--- config.mk ---
export PLATFORM = sky130hd
export DESIGN_NAME = aging_peer_presence_table
export DESIGN_NICKNAME = d
export VERILOG_FILES = /design/src/design/appt_pkg.sv /design/src/design/appt_datapath.sv /design/src/design/appt_ctrl.sv /design/src/design/aging_peer_presence_table.sv
export VERILOG_INCLUDE_DIRS = /design/src /design/src/design
export SDC_FILE = /design/constraint.sdc
export NUM_CORES = 1
export LEC_CHECK = 0
export BUFFER_PORTS_ARGS = -buffer_cell sky130_fd_sc_hd__buf_4
export CORE_MARGIN = 4
export CORE_UTILIZATION = 56
export CTS_CLUSTER_DIAMETER = 40
export CTS_CLUSTER_SIZE = 16
export DETAILED_ROUTE_END_ITERATION = 7
export GPL_ROUTABILITY_DRIVEN = 0
export PLACE_DENSITY = 0.78
export SYNTH_ARGS = -nofsm -noshare
export SYNTH_HDL_FRONTEND = slang
export SYNTH_HIERARCHICAL = 1
export SYNTH_SLANG_ARGS = --single-unit
--- constraint.sdc ---
create_clock -name aclk -period 5.6 [get_ports aclk]
set_input_delay 1.12 -clock aclk [delete_from_list [all_inputs] [get_ports aclk]]
set_output_delay 1.12 -clock aclk [all_outputs]
set_load 0.05 [all_outputs]
--- src/design/aging_peer_presence_table_defines.svh ---
// assertion macros for the aging peer presence table
// used by appt_datapath, which checks its own logic; no other dependencies
`ifndef AGING_PEER_PRESENCE_TABLE_DEFINES_SVH
`define AGING_PEER_PRESENCE_TABLE_DEFINES_SVH

// condition holds at every edge out of reset, clocked by aclk
`define APPT_ALWAYS(label, cond, msg) \
    label: assert property (@(posedge aclk) disable iff (!aresetn) (cond)) \
        else $error(msg);

// consequence holds in the same cycle as the antecedent
`define APPT_IMPLIES(label, ante, cons, msg) \
    label: assert property (@(posedge aclk) disable iff (!aresetn) (ante) |-> (cons)) \
        else $error(msg);

`endif

--- src/design/appt_pkg.sv ---
// shared types, codes and sizes of the aging peer presence table
// no dependencies
package appt_pkg;

    localparam int TABLE_DEPTH = 16;
    localparam int IDX_W       = (TABLE_DEPTH > 1) ? $clog2(TABLE_DEPTH) : 1;
    localparam int CNT_W       = $clog2(TABLE_DEPTH + 1);
    localparam int ADDR_W      = 32;
    localparam int TIMER_W     = 16;
    localparam int ENTRY_W     = 5;
    localparam int REQ_W       = 2;
    localparam int CODE_W      = 3;

    typedef logic [IDX_W-1:0]   idx_t;
    typedef logic [CNT_W-1:0]   cnt_t;
    typedef logic [ADDR_W-1:0]  addr_t;
    typedef logic [TIMER_W-1:0] timer_t;
    typedef logic [ENTRY_W-1:0] entry_t;
    typedef logic [REQ_W-1:0]   req_t;
    typedef logic [CODE_W-1:0]  code_t;

    localparam timer_t TIMEOUT_RESET = 16'd9000;

    localparam req_t REQ_HEARD  = 2'd0;
    localparam req_t REQ_REMOVE = 2'd1;
    localparam req_t REQ_TICK   = 2'd2;
    localparam req_t REQ_NONE   = 2'd3;

    localparam code_t EV_ADDED     = 3'd0;
    localparam code_t EV_REFRESHED = 3'd1;
    localparam code_t EV_TIMED_OUT = 3'd2;
    localparam code_t EV_REMOVED   = 3'd3;
    localparam code_t EV_NOT_FOUND = 3'd4;
    localparam code_t EV_FULL      = 3'd5;

    typedef struct packed {
        logic start;
        logic step;
        logic finish;
    } ctrl_cmd_t;

    typedef struct packed {
        logic req_none;
        logic scan_done;
        logic step_blocked;
        logic finish_blocked;
    } ctrl_status_t;

endpackage

--- src/design/appt_datapath.sv ---
// table storage, scan pointers, pending expiry and output register
// depends on appt_pkg and aging_peer_presence_table_defines.svh
`include "aging_peer_presence_table_defines.svh"

module appt_datapath (
    input  logic                   aclk,
    input  logic                   aresetn,
    input  appt_pkg::ctrl_cmd_t    cmd,
    output appt_pkg::ctrl_status_t status,
    input  appt_pkg::req_t         req_type,
    input  appt_pkg::addr_t        peer_address,
    input  logic                   cfg_valid,
    input  appt_pkg::timer_t       cfg_data,
    output logic                   out_valid,
    input  logic                   out_ready,
    output appt_pkg::code_t        out_event_code,
    output appt_pkg::addr_t        out_event_address,
    output appt_pkg::entry_t       out_entry_count,
    output logic                   out_last
);

    appt_pkg::addr_t  addr_mem [appt_pkg::TABLE_DEPTH];
    appt_pkg::timer_t cnt_mem  [appt_pkg::TABLE_DEPTH];

    appt_pkg::addr_t  rd_addr_reg;
    appt_pkg::timer_t rd_cnt_reg;

    appt_pkg::timer_t timeout_reg;
    appt_pkg::req_t   req_reg;
    appt_pkg::addr_t  key_reg;
    logic             found_reg;
    appt_pkg::cnt_t   idx_reg;
    appt_pkg::cnt_t   wr_ptr_reg;
    appt_pkg::cnt_t   len_reg;
    appt_pkg::cnt_t   count_reg;
    logic             pend_valid_reg;
    appt_pkg::addr_t  pend_addr_reg;
    appt_pkg::cnt_t   pend_count_reg;

    logic             out_valid_reg;
    appt_pkg::code_t  out_code_reg;
    appt_pkg::addr_t  out_addr_reg;
    appt_pkg::entry_t out_count_reg;
    logic             out_last_reg;

    logic             is_tick;
    logic             is_heard;
    logic             is_remove;
    logic             match;
    logic             expire;
    logic             keep;
    logic             out_free;
    logic             step_emits;

    logic             mem_we;
    appt_pkg::idx_t   mem_waddr;
    appt_pkg::addr_t  mem_wdata_addr;
    appt_pkg::timer_t mem_wdata_cnt;
    appt_pkg::idx_t   mem_raddr;
    appt_pkg::cnt_t   next_idx;

    logic             push;
    appt_pkg::code_t  push_code;
    appt_pkg::addr_t  push_addr;
    appt_pkg::cnt_t   push_count;
    logic             push_last;

    assign is_tick    = (req_reg == appt_pkg::REQ_TICK);
    assign is_heard   = (req_reg == appt_pkg::REQ_HEARD);
    assign is_remove  = (req_reg == appt_pkg::REQ_REMOVE);
    assign match      = (rd_addr_reg == key_reg) && !found_reg;
    assign expire     = (rd_cnt_reg <= appt_pkg::timer_t'(1));
    assign step_emits = is_tick && expire;
    assign keep       = !step_emits && !(is_remove && match);
    assign out_free   = !out_valid_reg || out_ready;
    assign next_idx   = idx_reg + appt_pkg::cnt_t'(1);

    assign status.req_none       = (req_type == appt_pkg::REQ_NONE);
    assign status.scan_done      = (idx_reg == len_reg);
    assign status.step_blocked   = step_emits && pend_valid_reg && !out_free;
    assign status.finish_blocked = (!is_tick || pend_valid_reg) && !out_free;

    // memory port selection
    always_comb begin
        mem_we         = 1'b0;
        mem_waddr      = wr_ptr_reg[appt_pkg::IDX_W-1:0];
        mem_wdata_addr = rd_addr_reg;
        mem_wdata_cnt  = rd_cnt_reg;
        if (is_heard && match) begin
            mem_wdata_cnt = timeout_reg;
        end else if (is_tick) begin
            mem_wdata_cnt = rd_cnt_reg - appt_pkg::timer_t'(1);
        end
        if (cmd.step) begin
            mem_we = keep;
        end else if (cmd.finish && is_heard && !found_reg
                     && (count_reg < appt_pkg::cnt_t'(appt_pkg::TABLE_DEPTH))) begin
            mem_we         = 1'b1;
            mem_waddr      = count_reg[appt_pkg::IDX_W-1:0];
            mem_wdata_addr = key_reg;
            mem_wdata_cnt  = timeout_reg;
        end
        if (cmd.start) begin
            mem_raddr = '0;
        end else if (cmd.step) begin
            mem_raddr = next_idx[appt_pkg::IDX_W-1:0];
        end else begin
            mem_raddr = idx_reg[appt_pkg::IDX_W-1:0];
        end
    end

    always_ff @(posedge aclk) begin
        if (mem_we) begin
            addr_mem[mem_waddr] <= mem_wdata_addr;
            cnt_mem[mem_waddr]  <= mem_wdata_cnt;
        end
        rd_addr_reg <= addr_mem[mem_raddr];
        rd_cnt_reg  <= cnt_mem[mem_raddr];
    end

    // result selection
    always_comb begin
        push       = 1'b0;
        push_code  = appt_pkg::EV_TIMED_OUT;
        push_addr  = pend_addr_reg;
        push_count = pend_count_reg;
        push_last  = 1'b0;
        if (cmd.step && step_emits && pend_valid_reg) begin
            push = 1'b1;
        end else if (cmd.finish) begin
            push_last = 1'b1;
            push_addr = key_reg;
            unique case (req_reg)
                appt_pkg::REQ_HEARD: begin
                    push = 1'b1;
                    if (found_reg) begin
                        push_code  = appt_pkg::EV_REFRESHED;
                        push_count = count_reg;
                    end else if (count_reg >= appt_pkg::cnt_t'(appt_pkg::TABLE_DEPTH)) begin
                        push_code  = appt_pkg::EV_FULL;
                        push_count = count_reg;
                    end else begin
                        push_code  = appt_pkg::EV_ADDED;
                        push_count = count_reg + appt_pkg::cnt_t'(1);
                    end
                end
                appt_pkg::REQ_REMOVE: begin
                    push       = 1'b1;
                    push_code  = found_reg ? appt_pkg::EV_REMOVED : appt_pkg::EV_NOT_FOUND;
                    push_count = count_reg;
                end
                appt_pkg::REQ_TICK: begin
                    push      = pend_valid_reg;
                    push_addr = pend_addr_reg;
                end
                default: begin
                    push = 1'b0;
                end
            endcase
        end
    end

    always_ff @(posedge aclk) begin
        if (!aresetn) begin
            timeout_reg    <= appt_pkg::TIMEOUT_RESET;
            count_reg      <= '0;
            idx_reg        <= '0;
            wr_ptr_reg     <= '0;
            len_reg        <= '0;
            found_reg      <= 1'b0;
            pend_valid_reg <= 1'b0;
            req_reg        <= appt_pkg::REQ_NONE;
            out_valid_reg  <= 1'b0;
        end else begin
            if (cfg_valid) begin
                timeout_reg <= cfg_data;
            end
            if (cmd.start) begin
                req_reg        <= req_type;
                key_reg        <= peer_address;
                idx_reg        <= '0;
                wr_ptr_reg     <= '0;
                len_reg        <= count_reg;
                found_reg      <= 1'b0;
                pend_valid_reg <= 1'b0;
            end
            if (cmd.step) begin
                idx_reg <= next_idx;
                if (keep) begin
                    wr_ptr_reg <= wr_ptr_reg + appt_pkg::cnt_t'(1);
                end else begin
                    count_reg <= count_reg - appt_pkg::cnt_t'(1);
                end
                if (match && !is_tick) begin
                    found_reg <= 1'b1;
                end
                if (step_emits) begin
                    pend_valid_reg <= 1'b1;
                    pend_addr_reg  <= rd_addr_reg;
                    pend_count_reg <= count_reg - appt_pkg::cnt_t'(1);
                end
            end
            if (cmd.finish) begin
                pend_valid_reg <= 1'b0;
                if (is_heard && !found_reg
                    && (count_reg < appt_pkg::cnt_t'(appt_pkg::TABLE_DEPTH))) begin
                    count_reg <= count_reg + appt_pkg::cnt_t'(1);
                end
            end
            if (push) begin
                out_valid_reg <= 1'b1;
            end else if (out_ready) begin
                out_valid_reg <= 1'b0;
            end
        end
    end

    always_ff @(posedge aclk) begin
        if (push) begin
            out_code_reg  <= push_code;
            out_addr_reg  <= push_addr;
            out_count_reg <= appt_pkg::entry_t'(push_count);
            out_last_reg  <= push_last;
        end
    end

    assign out_valid         = out_valid_reg;
    assign out_event_code    = out_code_reg;
    assign out_event_address = out_addr_reg;
    assign out_entry_count   = out_count_reg;
    assign out_last          = out_last_reg;

    `APPT_ALWAYS(a_count_range, count_reg <= appt_pkg::cnt_t'(appt_pkg::TABLE_DEPTH), "count above depth")
    `APPT_ALWAYS(a_wr_behind_rd, wr_ptr_reg <= idx_reg, "write pointer ahead of scan")
    `APPT_IMPLIES(a_pend_tick, pend_valid_reg, is_tick, "pending expiry outside a tick")

endmodule

--- src/design/appt_ctrl.sv ---
// sequencer for accept, table scan and result of one item
// depends on appt_pkg
module appt_ctrl (
    input  logic                   aclk,
    input  logic                   aresetn,
    input  logic                   in_valid,
    output logic                   in_ready,
    input  appt_pkg::ctrl_status_t status,
    output appt_pkg::ctrl_cmd_t    cmd
);

    localparam logic [1:0] ST_IDLE   = 2'd0;
    localparam logic [1:0] ST_SCAN   = 2'd1;
    localparam logic [1:0] ST_FINISH = 2'd2;

    logic [1:0] state_reg;
    logic [1:0] state_next;

    assign in_ready = (state_reg == ST_IDLE);

    always_comb begin
        state_next = state_reg;
        cmd        = '0;
        unique case (state_reg)
            ST_IDLE: begin
                if (in_valid && !status.req_none) begin
                    cmd.start  = 1'b1;
                    state_next = ST_SCAN;
                end
            end
            ST_SCAN: begin
                if (status.scan_done) begin
                    state_next = ST_FINISH;
                end else if (!status.step_blocked) begin
                    cmd.step = 1'b1;
                end
            end
            ST_FINISH: begin
                if (!status.finish_blocked) begin
                    cmd.finish = 1'b1;
                    state_next = ST_IDLE;
                end
            end
            default: begin
                state_next = ST_IDLE;
            end
        endcase
    end

    always_ff @(posedge aclk) begin
        if (!aresetn) begin
            state_reg <= ST_IDLE;
        end else begin
            state_reg <= state_next;
        end
    end

endmodule

--- src/design/aging_peer_presence_table.sv ---
// top level: an item runs from accept through the table scan to its last
// result in the output register, one table entry per cycle unless the output stalls
// next item accepted the cycle after that result is loaded; output stalls can hold the scan
// unused request type 3 is accepted and dropped with no result
// synchronous active-low reset empties the table and loads a timeout of 9000
module aging_peer_presence_table (
    input  logic        aclk,
    input  logic        aresetn,
    input  logic        s_tvalid,
    output logic        s_tready,
    input  logic [31:0] s_tdata,   // peer_address
    input  logic [1:0]  s_tuser,   // req_type
    output logic        m_tvalid,
    input  logic        m_tready,
    output logic [39:0] m_tdata,   // event_address, entry_count, zero pad
    output logic [2:0]  m_tuser,   // event_code
    output logic        m_tlast,   // last_of_run
    input  logic        cfg_valid,
    output logic        cfg_ready,
    input  logic [15:0] cfg_data   // timeout_ticks
);

    appt_pkg::ctrl_cmd_t    cmd;
    appt_pkg::ctrl_status_t status;
    appt_pkg::addr_t        event_address;
    appt_pkg::entry_t       entry_count;

    assign cfg_ready = 1'b1;

    appt_ctrl u_ctrl (
        .aclk     (aclk),
        .aresetn  (aresetn),
        .in_valid (s_tvalid),
        .in_ready (s_tready),
        .status   (status),
        .cmd      (cmd)
    );

    appt_datapath u_datapath (
        .aclk              (aclk),
        .aresetn           (aresetn),
        .cmd               (cmd),
        .status            (status),
        .req_type          (s_tuser),
        .peer_address      (s_tdata),
        .cfg_valid         (cfg_valid),
        .cfg_data          (cfg_data),
        .out_valid         (m_tvalid),
        .out_ready         (m_tready),
        .out_event_code    (m_tuser),
        .out_event_address (event_address),
        .out_entry_count   (entry_count),
        .out_last          (m_tlast)
    );

    assign m_tdata = {3'b000, entry_count, event_address};

endmodule
==> results.toml <==
[run_status]
status = "complete, no violations"

[power_and_ir_drop]
switching_share_pct = 20.54
power.share.sequential_pct = 50.8
combPwrFrac_pct = 0.9
p_int_mw = 12.23
ir_worst_vdd_uv = 272.9
p_sw_mw = 3.162
p_leak_nw = 13.96
power_per_cell_area_nw_per_um2 = 353.6
fin_total_pwr_mw = 15.40
pwr-share-clk_pct = 48.4

[clocking]
cts_hold_buffers = 0
postCtsSetupBuffers = 0
ctsLongestPathBuffers = 3
htree_levels = 3
numCtsBuffers = 110
cts_tree = "built"
post_cts_resize_count = 0
clock_latency_ns = 0.68
root_buffer = "clkbuf_16"
clk_pin_slew_ns = 0.06
clock-sinks = 968

[sta]
rsz0062_at_grt = "false"
hold_viol_final = 0
final_max_slew_viol_count = 0
tightest_slew_ns = 1.294
tns_ns = 0
fmax_mhz = 202.5
setup_viol = 0
maxSlewHeadroom_pct = 13.33
fin_skew_ns = 0.03399
period_share_pct = 88.17
period_needed_ns = 4.937
hold_ws_ns = 0.4767
fin_ws_ns = 0.6626

[final_layout]
largest_reg_flops = 512
seq_area_um2 = 28170
reg.largest.list = "u_datapath/addr_mem x512, u_datapath/cnt_mem x256"
final_nets = 2241
antenna_cells = 0
syn2layout_area_growth_pct = 16.64
n_fill_cell = 4027
stdcell_count = 3138
largest-register = "u_datapath/addr_mem"
multi_input_area_um2 = 8802
final_area_um2 = 43540
fin_util_pct = 66.10
drive_gt1_share_pct = 26.91

[route]
viasPerCell = 6.361
first_pass_iters = 5
ant_nets = 0
wl_um = 88660
first_iter_violations = 2619
post-route-drc-count = 0
via_count = 19960
wl_per_cell_um = 28.25

[synthesis]
yosysSeqAreaShare_pct = 75.47
synth_cell_types = 61
synth_area_um2 = 37320
synth-edff-count = 878
netlist_instances = 2014
syn_area_per_cell_um2 = 18.53
ys.flop_type = "edfxtp_1"
synth_common_cells = "878 x edfxtp_1, 220 x nand2_1, 192 x mux4_2"
yosys-top-cells-area = "edfxtp_1 71%, mux4_2 12%, dfxtp_1 4.8%"
yosysTopAreaCell = "edfxtp_1"
synth-seq-cells = 968
synth_top_area_share_pct = 70.64
ys_warn_count = 6
yosysMostFrequentCell = "edfxtp_1"
async_reset_ff_share_pct = 0

[floorplanning]
die_y_um = 266.2
core.rowCount = 94
start_util_pct = 56.67
num_io_pins = 102
die_width_um = 266.2
coreArea_um2 = 65860
die_area_um2 = 70850

[worst_setup_path]
end_kind = "flip-flop"
r2r-start = "u_datapath/key_reg[1]"
worst_ep_arrival_time_ns = 5.22
worst-setup-path-type = "flip-flop to flip-flop"
worstRegToRegCells = 7
cp-startpoint = "u_datapath/key_reg[1]"
worst-path-buf-inv = 1
max_stage_delay_ns = 0.97
r2r_slack_ns = 0.66
cpMostUsedCell = "nand4_1"
start_kind = "flip-flop"
cp_slowest_cell = "a21oi_1"
path_depth = 7
regToRegEndpoint = "u_datapath/cnt_mem[2][4]"
cp_max_fo = 32
cp.required_ns = 5.88
cp_top_family = "simple AND/OR/NAND/NOR gates"
path_cells = "xnor2_1, nand4_1, nor4_1, nand4_1, o31a_1, buf_4, a21oi_1"

[place]
placed_cell_area_um2 = 39660
dp_slack_ns = 0.8526
dp_cells = 2930
dpl.hpwl_um = 45310
port_buffers = 97

[global_route]
grt_pass1_vias = 20830
grtUsageTotal_pct = 25.22
grt_max_degree = 90
grt_pass1_wl_um = 132500
antenna_found_initial = 0
overflow = 0

[run]
cap_violations = 0

[hold_path]
min_from = "u_datapath/rd_addr_reg[24]"
holdCritPathClass = "flip-flop to flip-flop"
holdPathEnd = "u_datapath/pend_addr_reg[24]"
hold_depth = 0
-- cells by family after synthesis --
group	Yosys count	share of synthesized area [%]
xor gates and xnor gates	50	1.173
AOI/OAI and AO/OA	184	3.211
DFF	968	75.47
buffers and inverters	130	1.468
muxes	247	13.16
other	2	0.02012
adders and majority gates	7	0.2346
and+or+nand+nor	426	5.270
-- power groups by stage --
stage,Sequential [mW],Clock [mW],Combinational (mW)
floorplan,7.96,0,0.0723
global placement,7.97,0,0.130
detailed placement,7.97,0,0.134
CTS,7.82,7.52,0.136
global route,7.81,7.88,0.146
finish,7.82,7.44,0.136
-- final cells by class --
type | instances | share of cell area (%)
clock buffer | 118 | 6.535
clock inverter | 89 | 2.342
tap | 864 | 2.483
timing repair buffer | 161 | 3.552
sequential | 968 | 64.70
multi-input combinational | 918 | 20.22
inverter | 20 | 0.1724
-- layout by cell type, fill, tap and decap left out, types with 19 or more instances in the layout --
| cell | n |
|---|---|
| edfxtp_1 | 878 |
| a211oi_1 | 49 |
| mux2i_1 | 26 |
| and2_1 | 46 |
| a31oi_1 | 55 |
| inv_6 | 19 |
| xnor2_1 | 38 |
| nand2_1 | 219 |
| mux4_2 | 192 |
| mux2_2 | 26 |
| buf_4 | 134 |
| clkbuf_16 | 112 |
| inv_1 | 19 |
| buf_12 | 27 |
| nor2_4 | 19 |
| dfxtp_1 | 90 |
| o21ai_0 | 20 |
| a21oi_1 | 26 |
| nor2_1 | 51 |
-- per-layer routing --
metal / vias up / routed length [µm] / part of all wire, % / global-route usage (%)
li1: 8334 / - / - / -
met1: 10250 / 32110 / 36 / 33.22
met2: 1163 / 44770 / 50 / 42.24
met3: 216 / 8583 / 9.7 / 4.793
met4: 0 / 3194 / 3.6 / 10.03
met5: - / 0 / 0 / 0
-- worst max path at each step --
stage                                           end  slack [ns]
final                      u_datapath/cnt_mem[2][4]        0.66
after global routing       u_datapath/cnt_mem[3][6]        0.49
after CTS                 u_datapath/cnt_mem[10][6]        0.70
after detailed placement  u_datapath/rd_addr_reg[1]        0.85
after global placement     u_datapath/rd_cnt_reg[5]        0.99
after floorplan           u_datapath/addr_mem[5][0]        0.33
(Power assumes the default switching activity.)
